`src/hdl/varint_length_prefix_decoder_top_macros.svh`:
```
// Assertion helpers for the varint decoder. Each use sits on its own line.
`ifndef VARINT_LENGTH_PREFIX_DECODER_TOP_MACROS_SVH
`define VARINT_LENGTH_PREFIX_DECODER_TOP_MACROS_SVH

// Same-cycle implication, checked outside reset
`define VLPD_ASSERT_IMP(name, clk, rst_n, ante, cons) \
  name: assert property (@(posedge clk) disable iff (!rst_n) (ante) |-> (cons)) \
    else $error("%m: same-cycle check failed");

// Next-cycle implication, checked outside reset
`define VLPD_ASSERT_NXT(name, clk, rst_n, ante, cons) \
  name: assert property (@(posedge clk) disable iff (!rst_n) (ante) |=> (cons)) \
    else $error("%m: next-cycle check failed");

`endif

```
`src/hdl/vlpd_pkg.sv`:
```
package vlpd_pkg;

  localparam int unsigned ByteW   = 8;
  localparam int unsigned ValueW  = 64;
  localparam int unsigned LengthW = 5;
  localparam int unsigned ZeroCntW = 3;
  localparam logic [LengthW-1:0] LengthMax = '1;

  typedef enum logic [1:0] {
    ST_OK     = 2'd0,
    ST_PREFIX = 2'd1,
    ST_LOST   = 2'd2
  } status_e;

  typedef struct packed {
    logic [ValueW-1:0]  decoded_value;
    logic [LengthW-1:0] code_len;
    status_e            status;
  } result_t;

  // Position of the highest set bit; 0 for a zero byte
  function automatic logic [2:0] top_bit(input logic [ByteW-1:0] b);
    logic [2:0] p;
    p = '0;
    for (int i = 0; i < ByteW; i++) begin
      if (b[i]) p = 3'(i);
    end
    return p;
  endfunction

  // Bits of a byte below position p
  function automatic logic [ByteW-1:0] low_mask(input logic [2:0] p);
    return 8'((9'd1 << p) - 9'd1);
  endfunction

endpackage

```
`src/hdl/vlpd_if.sv`:
```
// Input channel: one code byte per item
interface vlpd_in_if;
  logic       valid;
  logic       ready;
  logic [7:0] code_byte;

  modport source (output valid, output code_byte, input ready);
  modport sink   (input valid, input code_byte, output ready);
endinterface

// Output channel: one decoded code per item
interface vlpd_out_if;
  logic                   valid;
  logic                   ready;
  logic [63:0]            decoded_value;
  logic [4:0]             code_len;
  vlpd_pkg::status_e      status;

  modport source (output valid, output decoded_value, output code_len,
                  output status, input ready);
  modport sink   (input valid, input decoded_value, input code_len,
                  input status, output ready);
endinterface

```
`src/hdl/vlpd_in_reg.sv`:
```
module vlpd_in_reg (
  input  logic       clk_i,
  input  logic       rst_ni,
  input  logic       valid_i,
  output logic       ready_o,
  input  logic [7:0] byte_i,
  input  logic       pop_i,
  output logic       valid_o,
  output logic [7:0] byte_o
);
  import vlpd_pkg::*;

  logic             valid_q, valid_d;
  logic [ByteW-1:0] byte_q;
  logic             load;

  // Refill when empty or when the held item leaves this cycle
  assign ready_o = !valid_q || pop_i;
  assign load    = valid_i && ready_o;

  always_comb begin
    valid_d = valid_q;
    if (load) begin
      valid_d = 1'b1;
    end else if (pop_i) begin
      valid_d = 1'b0;
    end
  end

  always_ff @(posedge clk_i or negedge rst_ni) begin
    if (!rst_ni) begin
      valid_q <= 1'b0;
    end else begin
      valid_q <= valid_d;
    end
  end

  always_ff @(posedge clk_i) begin
    if (load) begin
      byte_q <= byte_i;
    end
  end

  assign valid_o = valid_q;
  assign byte_o  = byte_q;

endmodule

```
`src/hdl/vlpd_step.sv`:
```
module vlpd_step #(
  parameter int unsigned MAX_ZERO_BYTES = 1,
  parameter int unsigned VALUE_BITS     = 64
) (
  input  logic              clk_i,
  input  logic              rst_ni,
  input  logic              valid_i,
  input  logic [7:0]        byte_i,
  input  logic              slot_free_i,
  output logic              take_o,
  output logic              res_valid_o,
  output vlpd_pkg::result_t res_o
);
  import vlpd_pkg::*;

  localparam int unsigned RemW = $clog2(8 + 7 * MAX_ZERO_BYTES);

  logic                  phase_q, phase_d;
  logic [ZeroCntW-1:0]   zcnt_q, zcnt_d;
  logic [RemW-1:0]       rem_q, rem_d;
  logic [VALUE_BITS-1:0] acc_q, acc_d;
  logic [LengthW-1:0]    cnt_q, cnt_d;
  logic                  lost_q, lost_d;

  logic [LengthW-1:0]    cnt_inc;
  logic [2:0]            pos;
  logic [VALUE_BITS+7:0] shifted;
  logic                  emit;
  logic                  emit_prefix;
  logic                  restart;

  assign take_o  = valid_i && slot_free_i;
  assign cnt_inc = (cnt_q == LengthMax) ? cnt_q : cnt_q + 1'b1;
  assign pos     = top_bit(byte_i);
  assign shifted = {acc_q, byte_i};

  // Advance the decode state by one byte
  always_comb begin
    phase_d     = phase_q;
    zcnt_d      = zcnt_q;
    rem_d       = rem_q;
    acc_d       = acc_q;
    cnt_d       = cnt_inc;
    lost_d      = lost_q;
    emit        = 1'b0;
    emit_prefix = 1'b0;
    if (!phase_q) begin
      if (byte_i == '0) begin
        if (zcnt_q >= ZeroCntW'(MAX_ZERO_BYTES)) begin
          emit_prefix = 1'b1;
        end else begin
          zcnt_d = zcnt_q + 1'b1;
        end
      end else begin
        acc_d   = VALUE_BITS'(byte_i & low_mask(pos));
        rem_d   = RemW'(3'd7 - pos) + RemW'(({3'b000, zcnt_q} << 3) - {3'b000, zcnt_q});
        phase_d = 1'b1;
        emit    = (rem_d == '0);
      end
    end else begin
      if (acc_q[VALUE_BITS-1 -: ByteW] != '0) begin
        lost_d = 1'b1;
      end
      acc_d = shifted[VALUE_BITS-1:0];
      if (rem_q != '0) begin
        rem_d = rem_q - 1'b1;
      end
      emit = (rem_d == '0);
    end
  end

  assign restart     = emit || emit_prefix;
  assign res_valid_o = restart;

  // Shape the result item
  always_comb begin
    res_o.code_len = cnt_inc;
    if (emit_prefix) begin
      res_o.decoded_value = '0;
      res_o.status        = ST_PREFIX;
    end else begin
      res_o.decoded_value = ValueW'(acc_d);
      res_o.status        = lost_d ? ST_LOST : ST_OK;
    end
  end

  always_ff @(posedge clk_i or negedge rst_ni) begin
    if (!rst_ni) begin
      phase_q <= 1'b0;
      zcnt_q  <= '0;
      rem_q   <= '0;
      acc_q   <= '0;
      cnt_q   <= '0;
      lost_q  <= 1'b0;
    end else if (take_o) begin
      if (restart) begin
        phase_q <= 1'b0;
        zcnt_q  <= '0;
        rem_q   <= '0;
        acc_q   <= '0;
        cnt_q   <= '0;
        lost_q  <= 1'b0;
      end else begin
        phase_q <= phase_d;
        zcnt_q  <= zcnt_d;
        rem_q   <= rem_d;
        acc_q   <= acc_d;
        cnt_q   <= cnt_d;
        lost_q  <= lost_d;
      end
    end
  end

endmodule

```
`src/hdl/vlpd_out_reg.sv`:
```
module vlpd_out_reg (
  input  logic              clk_i,
  input  logic              rst_ni,
  input  logic              load_i,
  input  vlpd_pkg::result_t res_i,
  input  logic              ready_i,
  output logic              slot_free_o,
  output logic              valid_o,
  output vlpd_pkg::result_t res_o
);
  import vlpd_pkg::*;

  logic    valid_q, valid_d;
  result_t res_q;

  // Slot opens when empty or drained this cycle
  assign slot_free_o = !valid_q || ready_i;

  always_comb begin
    valid_d = valid_q;
    if (load_i) begin
      valid_d = 1'b1;
    end else if (ready_i) begin
      valid_d = 1'b0;
    end
  end

  always_ff @(posedge clk_i or negedge rst_ni) begin
    if (!rst_ni) begin
      valid_q <= 1'b0;
    end else begin
      valid_q <= valid_d;
    end
  end

  always_ff @(posedge clk_i) begin
    if (load_i) begin
      res_q <= res_i;
    end
  end

  assign valid_o = valid_q;
  assign res_o   = res_q;

endmodule

```
`src/hdl/varint_length_prefix_decoder_top.sv`:
```
// Length-prefixed varint decoder. Takes one code byte per item and returns one
// item per complete code: the value (low VALUE_BITS bits, zero-extended to 64),
// the byte count of the code saturated at 31, and a status (ok, zero prefix
// longer than MAX_ZERO_BYTES, or bits lost above VALUE_BITS). Rate is one byte
// per cycle, sustained as long as the output side keeps up. An accepted byte
// passes through the input register, then through the single decode step into
// the result register. The step updates the per-code state once per byte, which
// is what sets the one-byte figure.
module varint_length_prefix_decoder_top #(
  parameter int unsigned MAX_ZERO_BYTES = 1,
  parameter int unsigned VALUE_BITS     = 64
) (
  input  logic             clk_i,
  input  logic             rst_ni,
  vlpd_in_if.sink          in_i,
  vlpd_out_if.source       out_o
);
  import vlpd_pkg::*;

  logic       step_valid;
  logic [7:0] step_byte;
  logic       take;
  logic       slot_free;
  logic       res_valid;
  result_t    res;
  result_t    res_q;

  // Hold the incoming byte
  vlpd_in_reg u_in_reg (
    .clk_i   (clk_i),
    .rst_ni  (rst_ni),
    .valid_i (in_i.valid),
    .ready_o (in_i.ready),
    .byte_i  (in_i.code_byte),
    .pop_i   (take),
    .valid_o (step_valid),
    .byte_o  (step_byte)
  );

  // Decode one byte against the running code state
  vlpd_step #(
    .MAX_ZERO_BYTES (MAX_ZERO_BYTES),
    .VALUE_BITS     (VALUE_BITS)
  ) u_step (
    .clk_i       (clk_i),
    .rst_ni      (rst_ni),
    .valid_i     (step_valid),
    .byte_i      (step_byte),
    .slot_free_i (slot_free),
    .take_o      (take),
    .res_valid_o (res_valid),
    .res_o       (res)
  );

  // Hold the finished result until taken
  vlpd_out_reg u_out_reg (
    .clk_i       (clk_i),
    .rst_ni      (rst_ni),
    .load_i      (take && res_valid),
    .res_i       (res),
    .ready_i     (out_o.ready),
    .slot_free_o (slot_free),
    .valid_o     (out_o.valid),
    .res_o       (res_q)
  );

  assign out_o.decoded_value = res_q.decoded_value;
  assign out_o.code_len      = res_q.code_len;
  assign out_o.status        = res_q.status;

`include "varint_length_prefix_decoder_top_macros.svh"

  `VLPD_ASSERT_IMP(a_len_nonzero, clk_i, rst_ni, out_o.valid, out_o.code_len != '0)
  `VLPD_ASSERT_IMP(a_prefix_zero, clk_i, rst_ni, out_o.valid && (out_o.status == ST_PREFIX), out_o.decoded_value == '0)
  `VLPD_ASSERT_NXT(a_in_hold, clk_i, rst_ni, step_valid && !take, step_valid && $stable(step_byte))
  `VLPD_ASSERT_IMP(a_take_has_slot, clk_i, rst_ni, take, step_valid && (!out_o.valid || out_o.ready))

endmodule
```
`src/flat_wrapper.sv`:
```
// flat-port wrapper written by rule: the top's interface ports become plain ports
module varint_length_prefix_decoder_top_flat import vlpd_pkg::*;
#(
  parameter int unsigned MAX_ZERO_BYTES = 1,
  parameter int unsigned VALUE_BITS     = 64
)
  (clk_i, rst_ni, in_i_valid, in_i_code_byte, in_i_ready, out_o_valid, out_o_decoded_value, out_o_code_len, out_o_status, out_o_ready);
  vlpd_in_if in_i_i ();
  vlpd_out_if out_o_i ();
  input  logic clk_i;
  input  logic rst_ni;
  input wire logic [$bits(in_i_i.valid)-1:0] in_i_valid;
  input wire logic [$bits(in_i_i.code_byte)-1:0] in_i_code_byte;
  output wire logic [$bits(in_i_i.ready)-1:0] in_i_ready;
  output wire logic [$bits(out_o_i.valid)-1:0] out_o_valid;
  output wire logic [$bits(out_o_i.decoded_value)-1:0] out_o_decoded_value;
  output wire logic [$bits(out_o_i.code_len)-1:0] out_o_code_len;
  output wire logic [$bits(out_o_i.status)-1:0] out_o_status;
  input wire logic [$bits(out_o_i.ready)-1:0] out_o_ready;
  assign in_i_i.valid = in_i_valid;
  assign in_i_i.code_byte = in_i_code_byte;
  assign in_i_ready = in_i_i.ready;
  assign out_o_valid = out_o_i.valid;
  assign out_o_decoded_value = out_o_i.decoded_value;
  assign out_o_code_len = out_o_i.code_len;
  assign out_o_status = out_o_i.status;
  assign out_o_i.ready = out_o_ready;
  varint_length_prefix_decoder_top #(.MAX_ZERO_BYTES(MAX_ZERO_BYTES), .VALUE_BITS(VALUE_BITS)) u_core (.clk_i(clk_i), .rst_ni(rst_ni), .in_i(in_i_i), .out_o(out_o_i));
endmodule
```
`config.mk`:
```
export PLATFORM = sky130hd
export DESIGN_NAME = varint_length_prefix_decoder_top_flat
export DESIGN_NICKNAME = d
export VERILOG_FILES = /design/src/hdl/vlpd_pkg.sv /design/src/hdl/vlpd_if.sv /design/src/hdl/vlpd_in_reg.sv /design/src/hdl/vlpd_step.sv /design/src/hdl/vlpd_out_reg.sv /design/src/hdl/varint_length_prefix_decoder_top.sv /design/src/flat_wrapper.sv
export VERILOG_INCLUDE_DIRS = /design/src /design/src/hdl
export SDC_FILE = /design/constraint.sdc
export NUM_CORES = 1
export LEC_CHECK = 0
export BUFFER_PORTS_ARGS = -buffer_cell sky130_fd_sc_hd__clkbuf_2
export CAP_MARGIN = 20
export CORE_MARGIN = 2
export CORE_UTILIZATION = 35
export CTS_CLUSTER_SIZE = 14
export DETAILED_ROUTE_END_ITERATION = 6
export PLACE_DENSITY_LB_ADDON = 0.3
export SETUP_SLACK_MARGIN = 0.02
export SYNTH_ARGS = -nofsm -noshare
export SYNTH_HDL_FRONTEND = slang
export SYNTH_SLANG_ARGS = --single-unit
```
`constraint.sdc`:
```
create_clock -name clk_i -period 7.3 [get_ports clk_i]
set_input_delay 1.095 -clock clk_i [delete_from_list [all_inputs] [get_ports clk_i]]
set_output_delay 1.095 -clock clk_i [all_outputs]
set_load 0.005 [all_outputs]
```
==> results of run 1 <==
[power breakdown]
part / switching, mW / leakage [nW] / internal [mW]
Clock: 0.341 / 0.289 / 0.553
Combinational: 0.470 / 1.30 / 0.348
Sequential: 0.236 / 1.81 / 1.29
Total: 1.05 / 3.40 / 2.19
[critical path, cell delays in order, from the launching register on]
cell and delay, ps:
edfxtp_1 490, or4_4 620, clkinv_4 90, ha_1 220
ha_1 310, ha_1 320, or4b_1 500, a21oi_2 200
a21oi_1 160, a21oi_4 800, buf_4 590
[cell usage in the layout (no fill, tap or decap), types with 3 or more instances in the layout]
cell,n
ha_1,11
dfrtp_1,79
nand3_1,5
a21o_1,3
inv_1,12
o21ai_0,18
xnor2_1,4
clkbuf_2,83
nor3_1,7
nor4_1,4
clkinv_2,3
bufinv_16,3
nand2b_1,4
a22oi_1,57
o31ai_1,4
a21oi_1,16
xor2_1,4
nand2_1,31
edfxtp_1,79
clkinv_4,3
nor2_1,67
clkbuf_16,17
a22o_1,60
a31oi_1,3
buf_4,5
[cell families after synthesis]
logic type      synth area share [%]
compound gates                  19.1
xor+xnor                        1.04
fa+ha+maj                       2.04
buf+inv                         4.01
flops                           64.7
mux                            0.296
simple gates                    8.86
[sequential cells by signal (all words and copies together) (netlist names)]
register                  count
u_core.u_step.zcnt_q          3
u_core.u_step.lost_q          1
u_core.u_step.phase_q         1
u_core.u_out_reg.res_o       71
u_core.u_in_reg.valid_o       1
u_core.u_out_reg.valid_o      1
u_core.u_step.acc_q          64
u_core.u_in_reg.byte_o        8
u_core.u_step.rem_q           4
u_core.u_step.cnt_q           5
[stage by stage]
stage | setup WS [ps] | hold slack, ps | cell area [µm²] | power, mW | cells
after floorplan | 542 | 463 | 6760 | 2.09 | 537
after global placement | 2740 | 478 | 7350 | 2.33 | 849
after detailed placement | 2570 | 486 | 7350 | 2.36 | 849
after CTS | 2550 | 518 | 7950 | 3.27 | 880
after global routing | 2330 | 562 | 7990 | 3.44 | 882
final | 2580 | 512 | 7990 | 3.24 | 882
[final timing paths]
check                                     startpoint                    endpoint  slack, ps  cells after the start
max                        u_core.u_in_reg.byte_o[7]  u_core.u_out_reg.res_o[62]       2580                     10
min                             u_core.u_step.lost_q        u_core.u_step.lost_q        510                      2
max reg2reg                u_core.u_in_reg.byte_o[7]  u_core.u_out_reg.res_o[62]       2580                     10
min reg2reg                     u_core.u_step.lost_q        u_core.u_step.lost_q        510                      2
max in group asynchronous                     rst_ni     u_core.u_step.acc_q[39]       6040                      2
min in group asynchronous                     rst_ni      u_core.u_step.acc_q[5]        630                      1
[per-layer routing]
| metal | wire length [µm] | global-route usage [%] | share of wire (%) |
|---|---|---|---|
| met1 | 6680 | 21.2 | 45 |
| met2 | 7090 | 23.6 | 48 |
| met3 | 843 | 3.72 | 5.7 |
| met4 | 252 | 5.63 | 1.7 |
| met5 | 0 | 0 | 0 |
[final cells by class]
class                   count  share of cell area [%]
well taps                 260                    4.07
repair buffers             90                    6.17
inverters                  14                   0.720
clock buffers              21                    5.76
multi-input cells         328                    26.8
clock inverters            10                    1.72
flip-flops and latches    159                    54.8
==> run metrics, run 1 <==
Mapped Nets=between 500 and 600; H-Tree Depth=4; CP Data Arrival Time=about 4800 ps; postcts setup bufs=0; Detail Placement HPWL=9480 µm; Final Skew=about 12 ps; Max Freq=212 MHz; initial antenna violation count=0; 1st-iter DRT viols=approximately 440; most frequent cell after synthesis=dfrtp_1; Reg area=4380 µm²; register bit total from synthesis=159; Crit Path Class=reg -> reg; DR pass1 iterations=5; Area growth syn-to-layout=18.1%; status=complete, no violations; area leader, netlist=edfxtp_1; Routed WL=14900 µm; post-layout min period=4720 ps; Final Util=a little over two fifths; post-synth cell types=49; worst slew pin tran=a little under 1000 ps; drt drc=0; RSZ-0062 raised after global routing=false; Initial Util=a little over a third; element type at the critical path start=flop; Tcrit/Tclk final=around two thirds; CTS tree=done; Worst VDD drop=about 200 µV; Post-Synthesis Cell Area=slightly below 7000 µm²; DIE AREA=20500 µm²; Req. time, crit path=approximately 7400 ps; final setup vio count=0; Port Buffer Count=84; multi-input logic area=about 2100 µm²; clock buffer depth=2; Post-CTS Resized=0; GRT Overall Usage=around 15%; syn avg cell area=12.6 µm²; area share of the largest cell type after synthesis=35.1%; antenna cells=0; Slew Limit Fails=0; Skew-Pair Late Insertion Delay=around 420 ps; CTS Sinks=~160; CTS clk-pin slew, worst paths=roughly 60 ps; grt ovf=0; DIE WIDTH=between 100 and 150 µm; Routed Antenna Nets=0; cells after synthesis=537; TNS Setup=0 ps; relative slew slack=35.5%; row count=50; Primary FF master, synth=dfrtp_1; DR vias=4671; pin count of the biggest net entering global routing=81; type of the worst min-delay path=reg -> reg; hold_buf cts=0; Vias/cell=roughly 5.3; Max-Cap Viols=0; io pins=85; synth top area cells=edfxtp_1 35%, dfrtp_1 30%, a22o_1 7.8%; Yosys warnings=0; Fill cells=approximately 1800; Die Y=143 µm; wire per inst=~17 µm; Post-synth EDFFs=79; most instantiated cells after synthesis=80 x dfrtp_1, 79 x edfxtp_1, 67 x nor2_1; gp weighted congestion=~0.84; post-synthesis async set-or-reset flop share=between 50% and 60%; P_leak=between 3 and 4 nW; power density over the cells=405 nW/µm²; vias in the first global route=4595; Worst Path Max Fanout=between 40 and 50; total CTS buffers=17; clock root buffer=clkbuf_16; Fin. Hold Viols=0; core area=~19000 µm²; nets=approximately 630; global-route wire length before repair=~24000 µm; share of cells above drive strength 1=21.1%; CP Capture Type=flop; Seq/Total Area, Yosys=roughly 65%
Note: power is estimated with default switching activity, not from simulation.
==> run 2: changes to the inputs <==
==> constraint.sdc (replaced) <==
create_clock -name clk_i -period 4.6 [get_ports clk_i]
set_input_delay 0.69 -clock clk_i [delete_from_list [all_inputs] [get_ports clk_i]]
set_output_delay 0.69 -clock clk_i [all_outputs]
set_load 0.005 [all_outputs]
==> run 2 against run 1 <==
  * Critical path depth is the same
  * Clock-buffer cell count shrank 3
  * Combinational power grew 56%
  * Critical path type unchanged
  * Register-to-register slack lost 1900 ps
  * Clock power grew 76%
  * Final cell count grew 0.23%
  * Largest power group unchanged
  * Sequential cell count is the same
  * Clock skew shrank 1.5 ps
==> run metrics, run 2 (synthesis gave the netlist of run 1 again) <==
DR vias=between 4000 and 5000; Fin. Hold Viols=0; CP Capture Type=flop; clock buffer depth=2; worst slew pin tran=~740 ps; initial antenna violation count=0; GRT Overall Usage=15.1%; element type at the critical path start=flop; CTS Sinks=about 160; Vias/cell=between 5 and 6; pin count of the biggest net entering global routing=between 80 and 90; drt drc=0; global-route wire length before repair=approximately 24000 µm; vias in the first global route=~4600; DIE WIDTH=143 µm; status=complete, no violations; grt ovf=0; Routed Antenna Nets=0; Routed WL=about 15000 µm; Hold WS=212 ps; Post-CTS Resized=0; Initial Util=between 30% and 40%; share of cells above drive strength 1=approximately a fifth; 1st-iter DRT viols=397; CTS tree=done; Die Y=around 140 µm; Req. time, crit path=4660 ps; commonest non-fill, non-tap cell in the layout=clkbuf_2; CTS clk-pin slew, worst paths=60 ps; TNS Setup=0 ps; Worst Path Max Fanout=44; Detail Placement HPWL=approximately 9400 µm; row count=50; clock root buffer=clkbuf_16; Crit Path Class=reg -> reg; DIE AREA=~20000 µm²; post-place setup slack=between 600 and 700 ps; Max-Cap Viols=0; most frequent cells in the layout=83 x clkbuf_2, 79 x edfxtp_1, 79 x dfrtp_1; postcts setup bufs=0; core area=~19000 µm²; Largest register FFs=slightly above 70; Area growth syn-to-layout=19.4%; nets=roughly 630; post-layout min period=3950 ps; io pins=between 80 and 90; RSZ-0062 raised after global routing=false; Setup WS post-layout=approximately 650 ps; P_leak=between 3 and 4 nW; Slew Limit Fails=0; H-Tree Depth=4; Tcrit/Tclk final=around 86%; final setup vio count=0; antenna cells=0; total CTS buffers=17; Max Freq=around 250 MHz; wire per inst=roughly 17 µm; Final Skew=around 10 ps; gp weighted congestion=0.838; type of the worst min-delay path=in -> async; Port Buffer Count=between 80 and 90; CP Data Arrival Time=around 4000 ps; relative slew slack=50.7%; DR pass1 iterations=5; power density over the cells=~660 nW/µm²; hold_buf cts=0; Skew-Pair Late Insertion Delay=430 ps; Worst VDD drop=342 µV
## run 2: cell count changes in the layout (fill, tap and decap cells not counted), sizes merged
cell      previous run  this run
clkbuf             104       101
buf                  7         8
bufinv               3         6
clkinv               6         4
clkinvlp             2         3
inv                 13        15
## run 2: worst max-delay path: stages, from the launching register on
cell and delay [ps]:
edfxtp_1 500, or4_4 620, clkinv_4 100, ha_1 220, ha_1 300, ha_1 320
or4b_1 490, a21oi_2 180, a21oi_1 160, a21oi_4 190, buf_4 470
## run 2: layout make-up
cell class,instances,area (µm²)
Inverter,14,57.6
Clock buffer,18,429
Fill cell,1776,10800
Tap cell,260,325
Timing Repair Buffer,91,508
Multi-Input combinational cell,328,2140
Clock inverter,14,238
Sequential cell,159,4380
## run 2: metrics by stage
step                      util, %  area [µm²]  instances  total power [mW]
after floorplan                 -        6770        537              3.30
after global placement       39.1        7360        850              3.70
after detailed placement     39.1        7360        850              3.75
after CTS                    42.6        8030        882              5.34
after global routing         42.9        8070        884              5.61
final                        42.9        8070        884              5.30
## run 2: power breakdown
group / switching [mW] / total, mW / internal, mW
registers: 0.395 / 2.44 / 2.05
logic: 0.728 / 1.28 / 0.556
clock network: 0.555 / 1.57 / 1.02
## run 2: routing by layer
| metal | up-vias | routed length, µm | part of all wire (%) | global-route usage, % |
|---|---|---|---|---|
| met3 | 23 | 806 | 5.4 | 4.23 |
| li1 | 2181 | - | - | - |
| met5 | - | 0 | 0 | 0 |
| met2 | 142 | 7150 | 48 | 24.0 |
| met4 | 0 | 289 | 1.9 | 5.73 |
| met1 | 2332 | 6580 | 44 | 19.8 |
## run 2: path summary, 6_finish.rpt
| path | start | end | slack (ps) | cells after the start |
|---|---|---|---|---|
| max in group asynchronous | rst_ni | u_core.u_step.acc_q[62] | 3780 | 2 |
| worst max-delay path | u_core.u_in_reg.byte_o[7] | u_core.u_out_reg.res_o[50] | 650 | 10 |
| worst min register to register | u_core.u_step.lost_q | u_core.u_step.lost_q | 500 | 2 |
| min in group clk_i | in_i_code_byte[5] | u_core.u_in_reg.byte_o[5] | 430 | 1 |
| worst max register to register | u_core.u_in_reg.byte_o[7] | u_core.u_out_reg.res_o[50] | 650 | 10 |
| worst min-delay path | rst_ni | u_core.u_step.acc_q[4] | 210 | 1 |
==> run 3: changes to the inputs <==
--- a/config.mk
+++ b/config.mk
@@ -8,8 +8,10 @@
 export LEC_CHECK = 0
 export BUFFER_PORTS_ARGS = -buffer_cell sky130_fd_sc_hd__clkbuf_2
 export CAP_MARGIN = 20
+export CELL_PAD_IN_SITES_DETAIL_PLACEMENT = 1
+export CELL_PAD_IN_SITES_GLOBAL_PLACEMENT = 1
 export CORE_MARGIN = 2
-export CORE_UTILIZATION = 35
+export CORE_UTILIZATION = 45
 export CTS_CLUSTER_SIZE = 14
 export DETAILED_ROUTE_END_ITERATION = 6
 export PLACE_DENSITY_LB_ADDON = 0.3
==> run 3 against run 2 <==
  * Via count is 1.4% higher
  * Clock-buffer cell count rose by 1
  * Worst setup slack gained 39 ps
  * Combinational power grew 3%
  * Critical path depth did not move
  * Final area fell by 1.8%
  * Total power shrank 2.1%
  * Sequential share of layout area increased by 0.97 points
  * Sequential power about the same
  * Worst hold slack got worse by 150 ps
  * Core utilization is 11 points higher
  * First-iteration DRC count is 15% higher
  * Critical path type unchanged
  * Critical endpoint is now u_core.u_out_reg.res_o[32]
  * Largest power group unchanged
==> run metrics, run 3 (synthesis gave the netlist of run 1 again) <==
FF-to-FF Start=u_core.u_in_reg.byte_o[7]; wire per inst=19.6 µm; Req. time, crit path=around 4700 ps; Largest register FFs=a little over 70; commonest non-fill, non-tap cell in the layout=clkbuf_2; most frequent cells in the layout=83 x clkbuf_2, 79 x edfxtp_1, 79 x dfrtp_1; Area growth syn-to-layout=17.3%; drt drc=0; hold_buf cts=0; core area=around 15000 µm²; Worst Path Max Fanout=73; Placed Instance Area=around 7300 µm²; Worst VDD drop=around 270 µV; Crit Path Class=reg -> reg; Final Skew=7.63 ps; CP max stage cell=or4_4; Internal Power=between 3 and 4 mW; io pins=between 80 and 90; switching power share of the total=between 30% and 40%; nets=634; vias in the first global route=4908; Tcrit/Tclk final=85.1%; Max-Cap Viols=0; grt ovf=0; Initial Util=between 40% and 50%; clock share of power=27.3%; power density over the cells=roughly 650 nW/µm²; CP Capture Type=flop; clock root buffer=clkbuf_16; initial antenna violation count=0; Vias/cell=about 6; Comb pwr share=25.5%; DR pass1 iterations=4; DIE AREA=16000 µm²; CTS tree=done; Routed WL=around 16000 µm; total CTS buffers=17; final setup vio count=0; post-layout min period=~3900 ps; P_leak=around 3.4 nW; Skew-Pair Late Insertion Delay=between 400 and 500 ps; sequential share of power=a little under half; Fin. Hold Viols=0; Post-CTS Resized=0; 1st-iter DRT viols=roughly 460; global-route wire length before repair=~26000 µm; gp weighted congestion=0.838; Critical path origin=u_core.u_in_reg.byte_o[7]; relative slew slack=roughly 47%; Detail Placement HPWL=~10000 µm; switching power=1.75 mW; pin count of the biggest net entering global routing=between 80 and 90; Die Y=roughly 130 µm; GRT Overall Usage=about a fifth; H-Tree Depth=4; element type at the critical path start=flop; CP cell instances=or4_4, clkinv_4, ha_1, ha_1, ha_1, or4b_1, a21oi_2, a21oi_1, a21oi_4, buf_12; RSZ-0062 raised after global routing=false; TNS Setup=0 ps; Slew Limit Fails=0; clock buffer depth=2; DIE WIDTH=~130 µm; Port Buffer Count=84; status=complete, no violations; Max Freq=roughly 260 MHz; DR vias=4743; CP dominant cell by count=ha_1; row count=between 40 and 50; share of cells above drive strength 1=between 20% and 30%; Routed Antenna Nets=0; CP Data Arrival Time=4000 ps; antenna cells=0; CTS clk-pin slew, worst paths=~70 ps; postcts setup bufs=0; CP max stage delay=~620 ps; cell area after layout=7930 µm²; type of the worst min-delay path=in -> async; CTS Sinks=about 160; worst slew pin tran=between 700 and 800 ps
run 3: cell count changes in the layout (fill, tap and decap cells not counted), sizes merged:
cell      previous run  this run
inv                 15        16
bufinv               6         2
clkbuf             101       102
clkinv               4         7
clkinvlp             3         2
run 3: final cells by class:
| type | count | area [µm²] |
|---|---|---|
| Fill cell | 1476 | 6660 |
| Tap cell | 184 | 230 |
| Sequential cell | 159 | 4380 |
| Clock buffer | 19 | 443 |
| Inverter | 14 | 57.6 |
| Timing Repair Buffer | 91 | 528 |
| Clock inverter | 13 | 156 |
| Multi-Input combinational cell | 328 | 2140 |
run 3: power by group through the flow:
| stage | Sequential, mW | Clock (mW) | Combinational (mW) |
|---|---|---|---|
| final | 2.45 | 1.42 | 1.32 |
| after global routing | 2.51 | 1.49 | 1.47 |
| after CTS | 2.45 | 1.43 | 1.34 |
| after detailed placement | 2.46 | 0 | 1.32 |
| after global placement | 2.42 | 0 | 1.25 |
| after floorplan | 2.35 | 0 | 0.950 |
run 3: per-layer routing:
layer	vias to the layer above	global-route usage, %	routed length (µm)	part of all wire (%)
met5	-	0	0	0
met4	0	6.53	238	1.5
met3	22	4.64	583	3.7
met2	94	34.7	8160	52
met1	2453	26.2	6850	43
li1	2174	-	-	-
run 3: per-stage QoR:
step / instances / setup WS (ps) / power [mW] / hold WS, ps / utilization [%]
6_report: 808 / 686 / 5.19 / 63.6 / 54.4
5_1_grt: 808 / 573 / 5.47 / 56.4 / 54.4
3_5_place_dp: 775 / 738 / 3.78 / 492 / 50.1
2_1_floorplan: 537 / 219 / 3.30 / 394 / -
3_3_place_gp: 774 / 903 / 3.68 / 478 / 49.9
4_1_cts: 807 / 710 / 5.22 / 421 / 54.2
run 3: path summary, 6_finish.rpt:
kind	cells past startpoint	endpoint	slack, ps
max	10	u_core.u_out_reg.res_o[32]	690
min	1	u_core.u_step.acc_q[4]	60
max reg2reg	10	u_core.u_out_reg.res_o[32]	690
min reg2reg	2	u_core.u_step.lost_q	500
max in group asynchronous	2	u_core.u_step.phase_q	3930
min in group clk_i	1	u_core.u_in_reg.byte_o[7]	430
run 3: critical path, delay by kind of cell, from the launching register on:
family	cells	cell delay [ps]
flip-flops	1	500
AND/OR/NAND/NOR	2	1100
buffers and inverters	2	450
adder cells (fa/ha/maj)	3	850
AO/OA/AOI/OAI	3	610
